==> src/hdl/string_to_integer_parser_macros.svh <==
// Assertion macros shared by the string-to-integer parser RTL.
`ifndef STRING_TO_INTEGER_PARSER_MACROS_SVH
`define STRING_TO_INTEGER_PARSER_MACROS_SVH

// Check that cons holds in the same cycle as ante.
`define STIP_ASSERT_NOW(label, ante, cons, msg) \
  label: assert property (@(posedge clk) disable iff (!rst_n) (ante) |-> (cons)) \
    else $error(msg);

// Check that cons holds in the cycle after ante.
`define STIP_ASSERT_NEXT(label, ante, cons, msg) \
  label: assert property (@(posedge clk) disable iff (!rst_n) (ante) |=> (cons)) \
    else $error(msg);

`endif

==> src/hdl/stip_pkg.sv <==
// Shared types, constants and helpers for the string-to-integer parser.
package stip_pkg;

  localparam int CharW      = 8;
  localparam int BaseW      = 6;
  localparam int ValueW     = 64;
  localparam int ConsumedW  = 13;
  localparam int DigitW     = 7;
  localparam int MaxCharsDefault = 4096;

  // Parse phases
  localparam logic [2:0] PH_SPACE  = 3'd0;
  localparam logic [2:0] PH_PREFIX = 3'd1;
  localparam logic [2:0] PH_ZERO   = 3'd2;
  localparam logic [2:0] PH_DIGITS = 3'd3;
  localparam logic [2:0] PH_DONE   = 3'd4;

  localparam logic [BaseW-1:0] BASE_AUTO  = 6'd0;
  localparam logic [BaseW-1:0] BASE_OCT   = 6'd8;
  localparam logic [BaseW-1:0] BASE_DEC   = 6'd10;
  localparam logic [BaseW-1:0] BASE_HEX   = 6'd16;
  localparam logic [BaseW-1:0] BASE_RESET = BASE_DEC;

  localparam logic [CharW-1:0] CH_NUL   = 8'h00;
  localparam logic [CharW-1:0] CH_TAB   = 8'h09;
  localparam logic [CharW-1:0] CH_LF    = 8'h0A;
  localparam logic [CharW-1:0] CH_SPACE = 8'h20;
  localparam logic [CharW-1:0] CH_PLUS  = 8'h2B;
  localparam logic [CharW-1:0] CH_MINUS = 8'h2D;
  localparam logic [CharW-1:0] CH_0     = 8'h30;
  localparam logic [CharW-1:0] CH_9     = 8'h39;
  localparam logic [CharW-1:0] CH_UA    = 8'h41;
  localparam logic [CharW-1:0] CH_UX    = 8'h58;
  localparam logic [CharW-1:0] CH_UZ    = 8'h5A;
  localparam logic [CharW-1:0] CH_LA    = 8'h61;
  localparam logic [CharW-1:0] CH_LX    = 8'h78;
  localparam logic [CharW-1:0] CH_LZ    = 8'h7A;

  localparam logic [DigitW-1:0] DIGIT_NONE = 7'd64;
  localparam logic [CharW-1:0]  LETTER_OFS = 8'd10;

  typedef struct packed {
    logic [2:0]       phase;
    logic [BaseW-1:0] base;
    logic             neg;
    logic             wrapped;
  } stip_ctl_t;

  // Digit value of a character, or a value no 6-bit base accepts.
  function automatic logic [DigitW-1:0] digit_of(input logic [CharW-1:0] c);
    logic [CharW-1:0] v;
    v = '0;
    if (c >= CH_0 && c <= CH_9) begin
      v = c - CH_0;
      return v[DigitW-1:0];
    end
    if (c >= CH_LA && c <= CH_LZ) begin
      v = c - CH_LA + LETTER_OFS;
      return v[DigitW-1:0];
    end
    if (c >= CH_UA && c <= CH_UZ) begin
      v = c - CH_UA + LETTER_OFS;
      return v[DigitW-1:0];
    end
    return DIGIT_NONE;
  endfunction

endpackage

==> src/hdl/stip_step.sv <==
// Next-state logic for one character of the integer parser.
module stip_step #(
  parameter int MAX_CHARS = stip_pkg::MaxCharsDefault,
  localparam int CntW = $clog2(MAX_CHARS + 1)
) (
  input  stip_pkg::stip_ctl_t              ctl_cur,
  input  logic [stip_pkg::ValueW-1:0]      mag_cur,
  input  logic [CntW-1:0]                  cnt_cur,
  input  logic [stip_pkg::CharW-1:0]       char_code,
  output stip_pkg::stip_ctl_t              ctl_nxt,
  output logic [stip_pkg::ValueW-1:0]      mag_nxt,
  output logic [CntW-1:0]                  cnt_nxt
);
  import stip_pkg::*;

  logic                   inc;
  logic                   take_dig;
  logic [BaseW-1:0]       dig_base;
  logic [DigitW-1:0]      dig_val;
  logic                   dig_stop;
  logic [ValueW+BaseW-1:0] acc;
  logic                   is_x;

  // Base used for a digit: auto falls back to octal after a leading zero, else decimal.
  assign dig_base = (ctl_cur.base != BASE_AUTO) ? ctl_cur.base :
                    (ctl_cur.phase == PH_ZERO) ? BASE_OCT : BASE_DEC;
  assign is_x     = (char_code == CH_LX) || (char_code == CH_UX);
  assign dig_val  = digit_of(char_code);
  assign dig_stop = (char_code == CH_NUL) || (dig_val >= {1'b0, dig_base});
  assign acc      = ({{BaseW{1'b0}}, mag_cur} * {{ValueW{1'b0}}, dig_base})
                    + {{(ValueW+BaseW-DigitW){1'b0}}, dig_val};

  always_comb begin
    ctl_nxt  = ctl_cur;
    mag_nxt  = mag_cur;
    inc      = 1'b0;
    take_dig = 1'b0;

    unique case (ctl_cur.phase) inside
      PH_SPACE, PH_PREFIX: begin
        if (ctl_cur.phase == PH_SPACE &&
            (char_code == CH_SPACE || char_code == CH_TAB || char_code == CH_LF)) begin
          inc = 1'b1;
        end else if (ctl_cur.phase == PH_SPACE && char_code == CH_MINUS) begin
          ctl_nxt.neg   = 1'b1;
          ctl_nxt.phase = PH_PREFIX;
          inc           = 1'b1;
        end else if (ctl_cur.phase == PH_SPACE && char_code == CH_PLUS) begin
          ctl_nxt.phase = PH_PREFIX;
          inc           = 1'b1;
        end else if ((ctl_cur.base == BASE_AUTO || ctl_cur.base == BASE_HEX) &&
                     char_code == CH_0) begin
          ctl_nxt.phase = PH_ZERO;
          inc           = 1'b1;
        end else begin
          // no prefix: auto base falls back to decimal
          ctl_nxt.base  = dig_base;
          ctl_nxt.phase = PH_DIGITS;
          take_dig      = 1'b1;
        end
      end
      PH_ZERO: begin
        if (is_x) begin
          ctl_nxt.base  = BASE_HEX;
          ctl_nxt.phase = PH_DIGITS;
          inc           = 1'b1;
        end else begin
          ctl_nxt.base  = dig_base;
          ctl_nxt.phase = PH_DIGITS;
          take_dig      = 1'b1;
        end
      end
      PH_DIGITS: begin
        take_dig = 1'b1;
      end
      default: begin
      end
    endcase

    if (take_dig) begin
      if (dig_stop) begin
        ctl_nxt.phase = PH_DONE;
      end else begin
        mag_nxt         = acc[ValueW-1:0];
        ctl_nxt.wrapped = ctl_cur.wrapped | (|acc[ValueW+BaseW-1:ValueW]);
        inc             = 1'b1;
      end
    end
  end

  // Saturate the consumed count.
  assign cnt_nxt = (inc && cnt_cur < CntW'(MAX_CHARS)) ? cnt_cur + 1'b1 : cnt_cur;

endmodule

==> src/hdl/string_to_integer_parser.sv <==
// Top level of the streaming string-to-integer parser.
// Usage: feed one character per request on the in_ channel (in_tdata = character
// code, in_tuser = start of a new string). Each request yields exactly one result
// request on the out_ channel describing the parse so far: signed value, count of
// consumed characters, a done flag and a sticky overflow flag.
// Parsing follows strtol: skip space/tab/newline, optional sign, 0x/0X prefix in
// base 0 or 16, leading zero selects octal in base 0, then digits until one is not
// below the base or a NUL arrives. Consumed saturates at MAX_CHARS.
// Timing: two register stages (input register, result register); the character is
// captured in the input register, processed into the result register, and out_tvalid
// then rises. One character per cycle is sustained while the receiver does not stall;
// the combinational multiply-by-base and add in the step logic sets the clock period.
// The base register (cfg_wr_en/cfg_wr_data) takes effect at the next string start.
// Reset clears the parse state, loads base 10 and empties both stages.
// When the receiver stalls, the result register holds, the input register fills,
// and in_tready drops until the result drains.
module string_to_integer_parser #(
  parameter int MAX_CHARS = stip_pkg::MaxCharsDefault
) (
  input  logic                          clk,
  input  logic                          rst_n,
  // configuration: number_base
  input  logic                          cfg_wr_en,
  input  logic [stip_pkg::BaseW-1:0]    cfg_wr_data,
  // input channel
  input  logic                          in_tvalid,
  output logic                          in_tready,
  input  logic [7:0]                    in_tdata,   // [7:0] char_code
  input  logic [0:0]                    in_tuser,   // [0] start_new
  // result channel
  output logic                          out_tvalid,
  input  logic                          out_tready,
  output logic [79:0]                   out_tdata,  // [63:0] value, [76:64] consumed
  output logic [1:0]                    out_tuser   // [0] done_res, [1] overflow
);
  import stip_pkg::*;

  `include "string_to_integer_parser_macros.svh"

  localparam int CntW = $clog2(MAX_CHARS + 1);

  // configuration
  logic [BaseW-1:0]  cfg_base_r;

  // input register
  logic              s1_valid_r;
  logic [CharW-1:0]  s1_char_r;
  logic              s1_start_r;

  // parse state
  stip_ctl_t         ctl_r, ctl_eff, ctl_nxt;
  logic [ValueW-1:0] mag_r, mag_eff, mag_nxt;
  logic [CntW-1:0]   cnt_r, cnt_eff, cnt_nxt;

  // result register
  logic                  out_valid_r;
  logic [ValueW-1:0]     out_mag_r;
  logic                  out_neg_r;
  logic [ConsumedW-1:0]  out_cnt_r;
  logic                  out_done_r;
  logic                  out_ovf_r;

  logic                        advance;
  logic [CntW+ConsumedW-1:0]   cnt_ext;
  logic [ValueW-1:0]           out_value;

  // Advance when the input register holds a request and the result slot frees.
  assign advance   = s1_valid_r && (!out_valid_r || out_tready);
  assign in_tready = !s1_valid_r || advance;

  // Apply the string-start clear before the step logic.
  always_comb begin
    if (s1_start_r) begin
      ctl_eff.phase   = PH_SPACE;
      ctl_eff.base    = cfg_base_r;
      ctl_eff.neg     = 1'b0;
      ctl_eff.wrapped = 1'b0;
      mag_eff         = '0;
      cnt_eff         = '0;
    end else begin
      ctl_eff = ctl_r;
      mag_eff = mag_r;
      cnt_eff = cnt_r;
    end
  end

  stip_step #(
    .MAX_CHARS (MAX_CHARS)
  ) u_step (
    .ctl_cur   (ctl_eff),
    .mag_cur   (mag_eff),
    .cnt_cur   (cnt_eff),
    .char_code (s1_char_r),
    .ctl_nxt   (ctl_nxt),
    .mag_nxt   (mag_nxt),
    .cnt_nxt   (cnt_nxt)
  );

  assign cnt_ext = {{ConsumedW{1'b0}}, cnt_nxt};

  always_ff @(posedge clk) begin
    if (!rst_n) begin
      cfg_base_r <= BASE_RESET;
    end else if (cfg_wr_en) begin
      cfg_base_r <= cfg_wr_data;
    end
  end

  // Input register: load on accept, drop once advanced.
  always_ff @(posedge clk) begin
    if (!rst_n) begin
      s1_valid_r <= 1'b0;
    end else if (in_tready) begin
      s1_valid_r <= in_tvalid;
    end
  end

  always_ff @(posedge clk) begin
    if (in_tready && in_tvalid) begin
      s1_char_r  <= in_tdata;
      s1_start_r <= in_tuser[0];
    end
  end

  // Parse state advances with each processed character.
  always_ff @(posedge clk) begin
    if (!rst_n) begin
      ctl_r.phase   <= PH_SPACE;
      ctl_r.base    <= BASE_RESET;
      ctl_r.neg     <= 1'b0;
      ctl_r.wrapped <= 1'b0;
      mag_r         <= '0;
      cnt_r         <= '0;
    end else if (advance) begin
      ctl_r <= ctl_nxt;
      mag_r <= mag_nxt;
      cnt_r <= cnt_nxt;
    end
  end

  // Result register: hold while the receiver stalls.
  always_ff @(posedge clk) begin
    if (!rst_n) begin
      out_valid_r <= 1'b0;
    end else if (advance) begin
      out_valid_r <= 1'b1;
    end else if (out_tready) begin
      out_valid_r <= 1'b0;
    end
  end

  always_ff @(posedge clk) begin
    if (advance) begin
      out_mag_r  <= mag_nxt;
      out_neg_r  <= ctl_nxt.neg;
      out_cnt_r  <= cnt_ext[ConsumedW-1:0];
      out_done_r <= (ctl_nxt.phase == PH_DONE);
      out_ovf_r  <= ctl_nxt.wrapped;
    end
  end

  // Two's-complement negate after the register keeps the step path short.
  assign out_value  = out_neg_r ? (ValueW'(0) - out_mag_r) : out_mag_r;
  assign out_tvalid = out_valid_r;
  assign out_tdata  = {3'b000, out_cnt_r, out_value};
  assign out_tuser  = {out_ovf_r, out_done_r};

  // Once stopped, a string stays stopped until the next start.
  `STIP_ASSERT_NEXT(a_done_sticky, advance && !s1_start_r && ctl_r.phase == PH_DONE, ctl_r.phase == PH_DONE, "parse resumed after done")
  // Overflow is sticky within a string.
  `STIP_ASSERT_NEXT(a_wrap_sticky, advance && !s1_start_r && ctl_r.wrapped, ctl_r.wrapped, "overflow flag cleared mid-string")
  // Consumed count never passes its ceiling.
  `STIP_ASSERT_NOW(a_cnt_limit, 1'b1, cnt_r <= CntW'(MAX_CHARS), "consumed count above limit")
  // A processed character always leaves a pending result.
  `STIP_ASSERT_NEXT(a_result_loaded, advance, out_valid_r, "result lost after advance")

endmodule
==> config.mk <==
export PLATFORM = sky130hd
export DESIGN_NAME = string_to_integer_parser
export DESIGN_NICKNAME = d
export VERILOG_FILES = /design/src/hdl/stip_pkg.sv /design/src/hdl/stip_step.sv /design/src/hdl/string_to_integer_parser.sv
export VERILOG_INCLUDE_DIRS = /design/src /design/src/hdl
export SDC_FILE = /design/constraint.sdc
export NUM_CORES = 1
export LEC_CHECK = 0
export BUFFER_PORTS_ARGS = -buffer_cell sky130_fd_sc_hd__buf_2
export CAP_MARGIN = 20
export CORE_ASPECT_RATIO = 0.6
export CORE_MARGIN = 2
export CORE_UTILIZATION = 29
export DETAILED_ROUTE_END_ITERATION = 16
export GPL_TIMING_DRIVEN = 1
export MAX_ROUTING_LAYER = met4
export PLACE_DENSITY = 0.4
export SYNTH_ARGS = -nofsm -noshare
export SYNTH_HDL_FRONTEND = slang
export SYNTH_SLANG_ARGS = --single-unit
==> constraint.sdc <==
create_clock -name clk -period 9.4 [get_ports clk]
set_clock_uncertainty 0.1 [all_clocks]
set_input_delay 1.41 -clock clk [delete_from_list [all_inputs] [get_ports clk]]
set_output_delay 1.41 -clock clk [all_outputs]
set_load 0.05 [all_outputs]
* Word level (Yosys, flattened, before mapping)
Index checks and enable logic that the tools add are counted.
** Word-level totals
- Output and inout port bits :: 84
- RAM bits :: 0
- Memory bits (read-only) :: 0
- Register bits after elaboration :: 185
- Latch bits :: 0
- Input port bits :: 20
- Logic and storage cells :: 125
- Memories kept :: 0
** Cells by class
- $add $sub $neg :: 8
- Reduce and logical (&&, ||, !) cells :: 26
- Divide/modulo/power cells :: 0
- $mul :: 1
- Muxes and demuxes :: 52
- Bitwise gates (word level) :: 1
- Shift operators :: 0
- Equality and inequality tests :: 13
- $lt $le $gt $ge :: 8
** Operators by type and width (number)
- two-way mux 64 bit :: 4
- adder 70 x 7 -> 70 bit :: 1
- multiplier 64 x 6 -> 70 bit :: 1
- subtractor 1 x 64 -> 64 bit (first input constant) :: 1
- two-way mux 7 bit :: 6
- equality test 8 x 6 -> 1 bit (second input constant) :: 4
- two-way mux 6 bit :: 5
- two-way mux 13 bit :: 2
- two-way mux 1 bit :: 25
- one-hot mux 9 bit (2 select lines) :: 1
- equality test 8 x 4 -> 1 bit (second input constant) :: 2
- equality test 8 x 7 -> 1 bit (second input constant) :: 2
- greater-or-equal comparator 8 x 7 -> 1 bit (second input constant) :: 2
- <= comparator 8 x 7 -> 1 bit (second input constant) :: 2
- adder 7 x 4 -> 7 bit (second input constant) :: 2
- subtractor 7 bit (second input constant) :: 2
- adder 13 x 1 -> 13 bit (second input constant) :: 1
- < comparator 13 bit (second input constant) :: 1
- two-way mux 3 bit :: 4
- two-way mux 11 bit :: 1
- logical AND 1 bit :: 10
- two-way mux 10 bit :: 1
- greater-or-equal comparator 8 x 6 -> 1 bit (second input constant) :: 1
- <= comparator 8 x 6 -> 1 bit (second input constant) :: 1
- 19 further kinds :: 27

* Depth between registers and ports, before layout
Gate-level depths: netlist of run 1.
- Depth in word-level cells :: 15
- Depth in mapped cells :: 26
- Mapped depth without buffers :: 24

* Modules after synthesis
From an unflattened synthesis of run 1, not the netlist that was laid out.
** Second synthesis, totals
- Cells, all modules :: 2523
- Area, all modules :: 22754.3 µm²
** By module, submodules not included
- stip_step :: seq. area each 0.0 µm², area an instance 14413.8 µm², times used 1, cells each 1706
- string_to_integer_parser :: seq. area each 4594.4 µm², area an instance 8340.5 µm², times used 1, cells each 817

* Least setup slack after synthesis of run 1
No wires, ideal clock.
- Path kind :: register to register
- From :: register s1_start_r
- To :: register out_mag_r[60] (data pin)
- Buffers on the path :: 4
- Path slack :: 2.430 ns
- Arrival :: 6.610 ns
- Stages on the path, launching flop included :: 26
- Data required time :: 9.040 ns
- Library setup time :: 0.260 ns
- Clock period less this slack :: 6.970 ns
- Cells stage by stage :: edfxtp_1 -> clkbuf_1 -> nor2b_1 -> clkbuf_1 -> a21oi_1 -> and2_1 -> a21oi_1 -> clkbuf_1 -> clkbuf_1 -> nor2_1 -> fa_1 -> fa_1 -> fa_1 -> inv_1 -> fa_1 -> inv_1 -> ha_1 -> o21ai_0 -> and2_1 -> o41a_1 -> o31ai_1 -> nor2_1 -> o221ai_1 -> a21boi_0 -> xnor2_1 -> mux2_2
** Between the ends
- Longest elaborated chain between the ends :: 10
- Elaborated cells between the ends (all ways) :: 28
- Classes of those cells :: 1 x add/sub; 1 x mul; 1 x order compare; 4 x eq/ne; 11 x mux; 10 x reduce/logical
** RTL lines
- start: declaration :: line string_to_integer_parser.sv:48 : logic s1_start_r;
- start signal: assignment :: line string_to_integer_parser.sv:121 : s1_start_r <= in_tuser[0];
- parallel branches: the longest is 9 deep, another holds multiplier 64 x 6 -> 70 bit
- two-way mux 64 bit * :: line stip_step.sv:80 : if (take_dig) begin
- via mag_nxt[60] :: line string_to_integer_parser.sv:52 : logic [ValueW-1:0] mag_r, mag_eff, mag_nxt;
- end signal: assignment :: line string_to_integer_parser.sv:154 : out_mag_r <= mag_nxt;
- end: declaration :: line string_to_integer_parser.sv:57 : logic [ValueW-1:0] out_mag_r;
Mark *: on every way through the listed nets, which the timed path passes.
A chain may end at the register's enable or synchronous reset.

* Worst setup path after layout of run 1
- From :: register s1_start_r
- To :: register out_mag_r[54] (data pin)
The elaborated chain is that of the path after synthesis.

==> results of run 1 <==
synth_stat cells (6+ instances only):
cell	count	area (um^2)
nand3_1	33	165.2
dfxtp_1	96	1922
nand4_1	23	143.9
o21bai_1	12	90.09
a22oi_1	16	120.1
nor2_1	248	930.9
mux2i_1	17	170.2
o41ai_1	13	113.9
a31oi_1	15	93.84
xnor2_1	101	884.6
a2bb2oi_1	6	52.55
or4_1	18	135.1
o31ai_1	28	210.2
a21oi_1	126	630.6
a21o_1	29	217.7
or2_2	10	62.56
o211ai_1	9	67.56
a211oi_1	15	112.6
a31o_2	6	52.55
or3_1	23	143.9
inv_1	80	300.3
o21a_1	15	112.6
nand2b_1	34	212.7
buf_4	6	45.04
xor2_1	31	271.5
fa_1	253	5065
and2_1	255	1595
o21ai_0	156	780.8
nor2b_1	20	125.1
nor3_1	29	145.1
nor4_1	14	87.58
and3_1	16	100.1
a22o_1	11	96.34
edfxtp_1	89	2673
o211a_1	28	280.3
clkbuf_1	123	461.7
ha_1	161	2014
nand2_1	252	945.9
a21boi_0	7	52.55
registers in the layout, summed over array words and instances (netlist names), 6 cells and up:
register / flops
mag_r: 64
out_mag_r: 64
cnt_r: 13
out_cnt_r: 13
ctl_r: 11
s1_char_r: 8
cfg_base_r: 6
power by group through the flow:
stage / Clock (mW) / Combinational (mW) / Sequential [mW]
5_1_grt: 0.781 / 0.559 / 0.931
6_report: 0.731 / 0.512 / 0.925
3_3_place_gp: 0 / 0.513 / 0.944
4_1_cts: 0.760 / 0.516 / 0.925
2_1_floorplan: 0 / 0.356 / 0.930
3_5_place_dp: 0 / 0.513 / 0.943
path summary, 6_finish.rpt:
kind | startpoint | depth (start not counted) | to | slack [ns]
max | s1_start_r | 23 | out_mag_r[54] | 1.11
min | cnt_r[1] | 2 | cnt_r[1] | 0.37
max reg2reg | s1_start_r | 23 | out_mag_r[54] | 1.11
min reg2reg | cnt_r[1] | 2 | cnt_r[1] | 0.37
per-stage QoR:
step                      power [mW]  hold slack, ns    util  setup slack (ns)  cells
after floorplan                1.287          0.3314       -             2.430   2523
after global placement         1.457          0.3485  0.3118             1.295   3562
after global routing           2.271          0.4121  0.3191            0.6182   3597
final                          2.169          0.3744  0.3191             1.112   3597
after detailed placement       1.456          0.3632  0.3118             1.188   3562
after CTS                      2.201          0.3754  0.3189             1.137   3594
cells by family after synthesis:
group	share of synthesized area
fa+ha+maj	0.3144
buf+inv	0.03812
compound gates	0.1599
flops	0.2040
xor+xnor	0.05134
mux	0.008557
simple gates	0.2235
other cells	0.0001665
cell type report:
type | instances | area (um^2) | share of cell area
diodes | 1 | 2.502 | 0.0001016
clock buffers | 19 | 432.9 | 0.01757
clock inverters | 13 | 112.6 | 0.004571
inverters | 82 | 310.3 | 0.01260
multi-input cells | 2117 | 17140 | 0.6956
flip-flops and latches | 185 | 4594 | 0.1865
well taps | 1053 | 1318 | 0.05348
repair buffers | 127 | 728.2 | 0.02956
tightest hold or removal path, stage by stage (launching register included):
cell and delay, ns:
dfxtp_1 0.32, nand2_1 0.05, o21ai_0 0.06
per-layer routing:
metal / share of wire / wire length, um
met5: 0 / 0
met4: 0.0089 / 722
met2: 0.38 / 30380
met3: 0.066 / 5360
met1: 0.55 / 44380
==> results.md, run 1 <==
* Final setup vio count at 0
* Dominant synthesized flop cell: dfxtp_1
* Post-Route WL at 80.85 mm
* Total number of vias at 18960
* Seq cells post-synth at 185
* Worst Max-Slew Pin Slew at 1.014 ns
* Area Growth Syn to Fin at 9.402%
* DRC at 0
* Met2 usage at 0.2699
* Post-synth EDFFs at 89
* Filler instances at 8075
* Maximum clock rate at 120.7 MHz
* Routability cong. at 0.8540
* Flop pwr share at 0.427
* Vias/cell at 5.272
* Clock network power share at 0.337
* RSZ-0062 raised after global routing: no
* Post-CTS setup buffers at 0
* CP required at 9.68 ns
* Async SR Flop Fraction at 0
* Critical Path Sink Type: register
* Most congested layer reported by global routing: met1
* Pwr per Cell Area at 88.06 mW/mm^2
* MaxCap Viol Count at 0
* Die Area at 0.07996 mm^2
* Die Ht at 219.8 um
* Setup TNS Final at 0 ns
* First-pass GRT wire length at 124.0 mm
* Crit path max-delay family: compound AO/OA/AOI/OAI gates
* Share of cells above drive strength 1 at 0.07943
* Largest net degree at the start of global routing at 85
* Routed Antenna Nets at 0
* Met1 GRT Util at 0.3359
* Yosys synthesis warning count at 0
* Final count of hold timing violations at 0
* Sequential share of the synthesized area at 0.2040
* Die X-Extent at 363.7 um
* Critical Path Fanout Max at 33
* DPL Wire Length at 63.59 mm
* Number of gates resized after CTS at 0
* Initial antenna violation count at 4
* Max stage delay on crit path at 0.71 ns
* CTS tree: built
* Commonest non-fill, non-tap cells in the layout: and2_1, fa_1, nand2_1
* # H-tree levels at 4
* Worst Hold Class: reg -> reg
* Clock sinks at 185
* Overflow left after global routing at 0
* Post-synthesis area per instance at 8.932 um^2
* Clock Pin Slew Worst Setup and Hold Paths at 0.08 ns
* Status: completed
* Cell variety after synth at 81
* Cell-internal power at 1.368 mW
* Final Cycle Share at 0.8817
* Floorplan row count at 79
* # IOs at 104
* Initial Util at 0.2917
* Synth Instances at 2521
* Worst skew pair latency at 0.51 ns
* Critical path class: reg -> reg
* Crit path cell chain: buf_4 -> nor2b_4 -> a21oi_1 -> and2_1 -> nor2_4 -> or2_2 -> fa_1 -> fa_1 -> inv_1 -> fa_1 -> inv_1 -> fa_1 -> inv_1 -> ha_1 -> a21o_1 -> a211oi_1 -> o21a_1 -> o311ai_0 -> o21bai_1 -> o21ai_0 -> a311o_1 -> xor2_1 -> a21o_1
* Switching share of power at 0.3693
* Most common cell after layout, fill and taps aside: and2_1
* Critical Path AT at 8.57 ns
* Placed instance area at 0.02407 mm^2
* Slowest cell on the critical path: edfxtp_1
* Vias in the first global route at 18830
* Net switching component of the power at 801.0 uW
* Wire per inst at 22.48 um
* Met3 Use GR at 0.04639
* Root Buffer: clkbuf_16
* CTS Buf Count at 17
* Peak supply drop at 0.0001349 V
* GRT Total Usage at 0.2125
* Pleak at 11.19 nW
* Slew headroom at 0.3243
* Crit start category: register
* Minimum clock period after layout at 8.288 ns
* Most used cell, CP: fa_1
* Core Area at 0.07720 mm^2
* First DRT Iteration DRCs at 1463
* Bufs and invs on worst path at 4
* Hold buffer count at cts at 0
* Fin nets at 2964
* Number of buffers added on ports at 100
* Final Instance Area at 0.02463 mm^2
* Drt pass-1 iters at 5
* Mapped Area at 0.02252 mm^2
* Max clock buf depth at 2
* Max Slew Vio Count at 0
* Gate power share at 0.236
No activity file was read; power rests on OpenSTA's default activity.
==> run 2: changes to the inputs <==
Settings changed: CAP_MARGIN 20 to unset, CORE_ASPECT_RATIO 0.6 to 1.1.
==> results.md, run 2 (same netlist as run 1, synthesis figures left out) <==
* Critical Path Sink Type: register
* RR Endpoint: out_mag_r[43]
* CTS Buf Count at 17
* Floorplan row count at 107
* Max Slew Vio Count at 0
* CTS tree: built
* Critical path class: reg -> reg
* Critical path launch point: s1_start_r
* Worst hold slack at 0.3574 ns
* Vias in the first global route at 19710
* DPL Wire Length at 63.52 mm
* DRC at 0
* Final Cycle Share at 0.8757
* Pleak at 11.21 nW
* Flop pwr share at 0.410
* Wire per inst at 22.36 um
* RSZ-0062 raised after global routing: no
* Initial antenna violation count at 2
* Drt pass-1 iters at 5
* Final setup vio count at 0
* Number of buffers added on ports at 100
* Largest net degree at the start of global routing at 70
* Clock network power share at 0.362
* MaxCap Viol Count at 0
* Post-Route WL at 79.99 mm
* Worst skew pair latency at 0.50 ns
* Crit start category: register
* Final total power at 2.257 mW
* First-pass GRT wire length at 124.6 mm
* Slew headroom at 0.2947
* Worst path setup slack after routing at 1.168 ns
* # H-tree levels at 4
* Area Growth Syn to Fin at 9.491%
* Multi-input gate area at 0.01714 mm^2
* Die X-Extent at 269.7 um
* Worst Hold Class: reg -> reg
* Maximum clock rate at 121.5 MHz
* Placed instance area at 0.02403 mm^2
* Final count of hold timing violations at 0
* Net switching component of the power at 784.0 uW
* Root Buffer: clkbuf_16
* Fin nets at 2962
* Gate power share at 0.228
* Reg2Reg Depth at 26
* Share of cells above drive strength 1 at 0.07910
* Critical Path Fanout Max at 35
* CP required at 9.55 ns
* Routability cong. at 0.8522
* Cell-internal power at 1.473 mW
* Routed Antenna Nets at 0
* Setup TNS Final at 0 ns
* Overflow left after global routing at 0
* Die Ht at 296.2 um
* Initial Util at 0.2920
* Worst Max-Slew Pin Slew at 1.057 ns
* Total number of vias at 18830
* Register Area at 0.004594 mm^2
* Minimum clock period after layout at 8.232 ns
* Final Instance Area at 0.02465 mm^2
* Clock sinks at 185
* Post-Place Worst Slack at 1.117 ns
* GRT Total Usage at 0.2099
* # IOs at 104
* Core Area at 0.07711 mm^2
* Die Area at 0.07989 mm^2
* Most common cell after layout, fill and taps aside: and2_1
* Top Registers: mag_r x64, out_mag_r x64
* First DRT Iteration DRCs at 1270
* Pwr per Cell Area at 91.56 mW/mm^2
* Status: completed
* Max clock buf depth at 2
* Hold buffer count at cts at 0
* Reg2reg setup slack at 1.17 ns
* Vias/cell at 5.264
* CP endpoint: out_mag_r[43]
* Clock Pin Slew Worst Setup and Hold Paths at 0.07 ns
* Filler instances at 8164
* Peak supply drop at 0.0001403 V
* Switching share of power at 0.3473
* Number of gates resized after CTS at 0
* Commonest non-fill, non-tap cells in the layout: and2_1, fa_1, nand2_1
* Critical Path AT at 8.39 ns
* R2R Path Start: s1_start_r
* Post-CTS setup buffers at 0
-- run 2: cell types whose count changed in the layout (fill, tap and decap cells not counted), sizes merged --
cell / delta
buf: -1
bufinv: +4
clkinv: -5
clkinvlp: -1
inv: +1
-- run 2: final cells by class --
class	instances	area share
multi-input cells	2117	0.6951
inverters	82	0.01259
clock inverters	12	0.007663
well taps	1035	0.05253
diodes	1	0.0001015
clock buffers	20	0.01771
repair buffers	125	0.02791
flip-flops and latches	185	0.1864
-- run 2: per-layer routing --
layer	global-route usage	wire length, um	share of wire
met5	-	0	0
met2	0.3512	38960	0.49
met3	0.02178	2602	0.033
met1	0.2715	36580	0.46
met4	0.05501	1858	0.023
-- run 2: through the flow --
step	cells	util
CTS	3576	0.3197
global placement	3544	0.3116
global route	3576	0.3197
finish	3577	0.3197
detailed placement	3544	0.3116
floorplan	2523	-
-- run 2: critical path, stage by stage, from the launching register on --
cell and delay (ns):
edfxtp_1 0.39, buf_4 0.24, inv_2 0.18, nor3_1 0.10
or2_2 0.31, and2_1 0.23, a21oi_4 0.18, buf_4 0.42
nor2_1 0.12, fa_1 0.52, inv_1 0.05, fa_1 0.48
inv_1 0.07, fa_1 0.55, inv_1 0.06, fa_1 0.54
inv_1 0.05, ha_1 0.34, a21o_1 0.23, a221o_1 0.41
a311oi_1 0.52, o21ai_0 0.32, a31oi_1 0.64, o21ai_0 0.38
a21oi_1 0.24, xnor2_1 0.12, a21o_1 0.19
-- run 2: worst min path at each step --
stage | slack [ns] | endpoint | cells after the start | startpoint
after floorplan | 0.33 | cnt_r[1] | 2 | cnt_r[1]
after global routing | 0.40 | cnt_r[1] | 2 | cnt_r[1]
after global placement | 0.34 | cnt_r[1] | 2 | cnt_r[1]
after detailed placement | 0.35 | cnt_r[1] | 2 | cnt_r[1]
final | 0.36 | cnt_r[1] | 2 | cnt_r[1]
after CTS | 0.36 | cnt_r[1] | 2 | cnt_r[1]
-- run 2: power groups by stage --
stage	clock network (mW)	registers (mW)	logic [mW]
2_1_floorplan	0	0.930	0.356
3_3_place_gp	0	0.944	0.518
3_5_place_dp	0	0.943	0.518
4_1_cts	0.845	0.925	0.521
5_1_grt	0.865	0.930	0.560
6_report	0.818	0.925	0.515
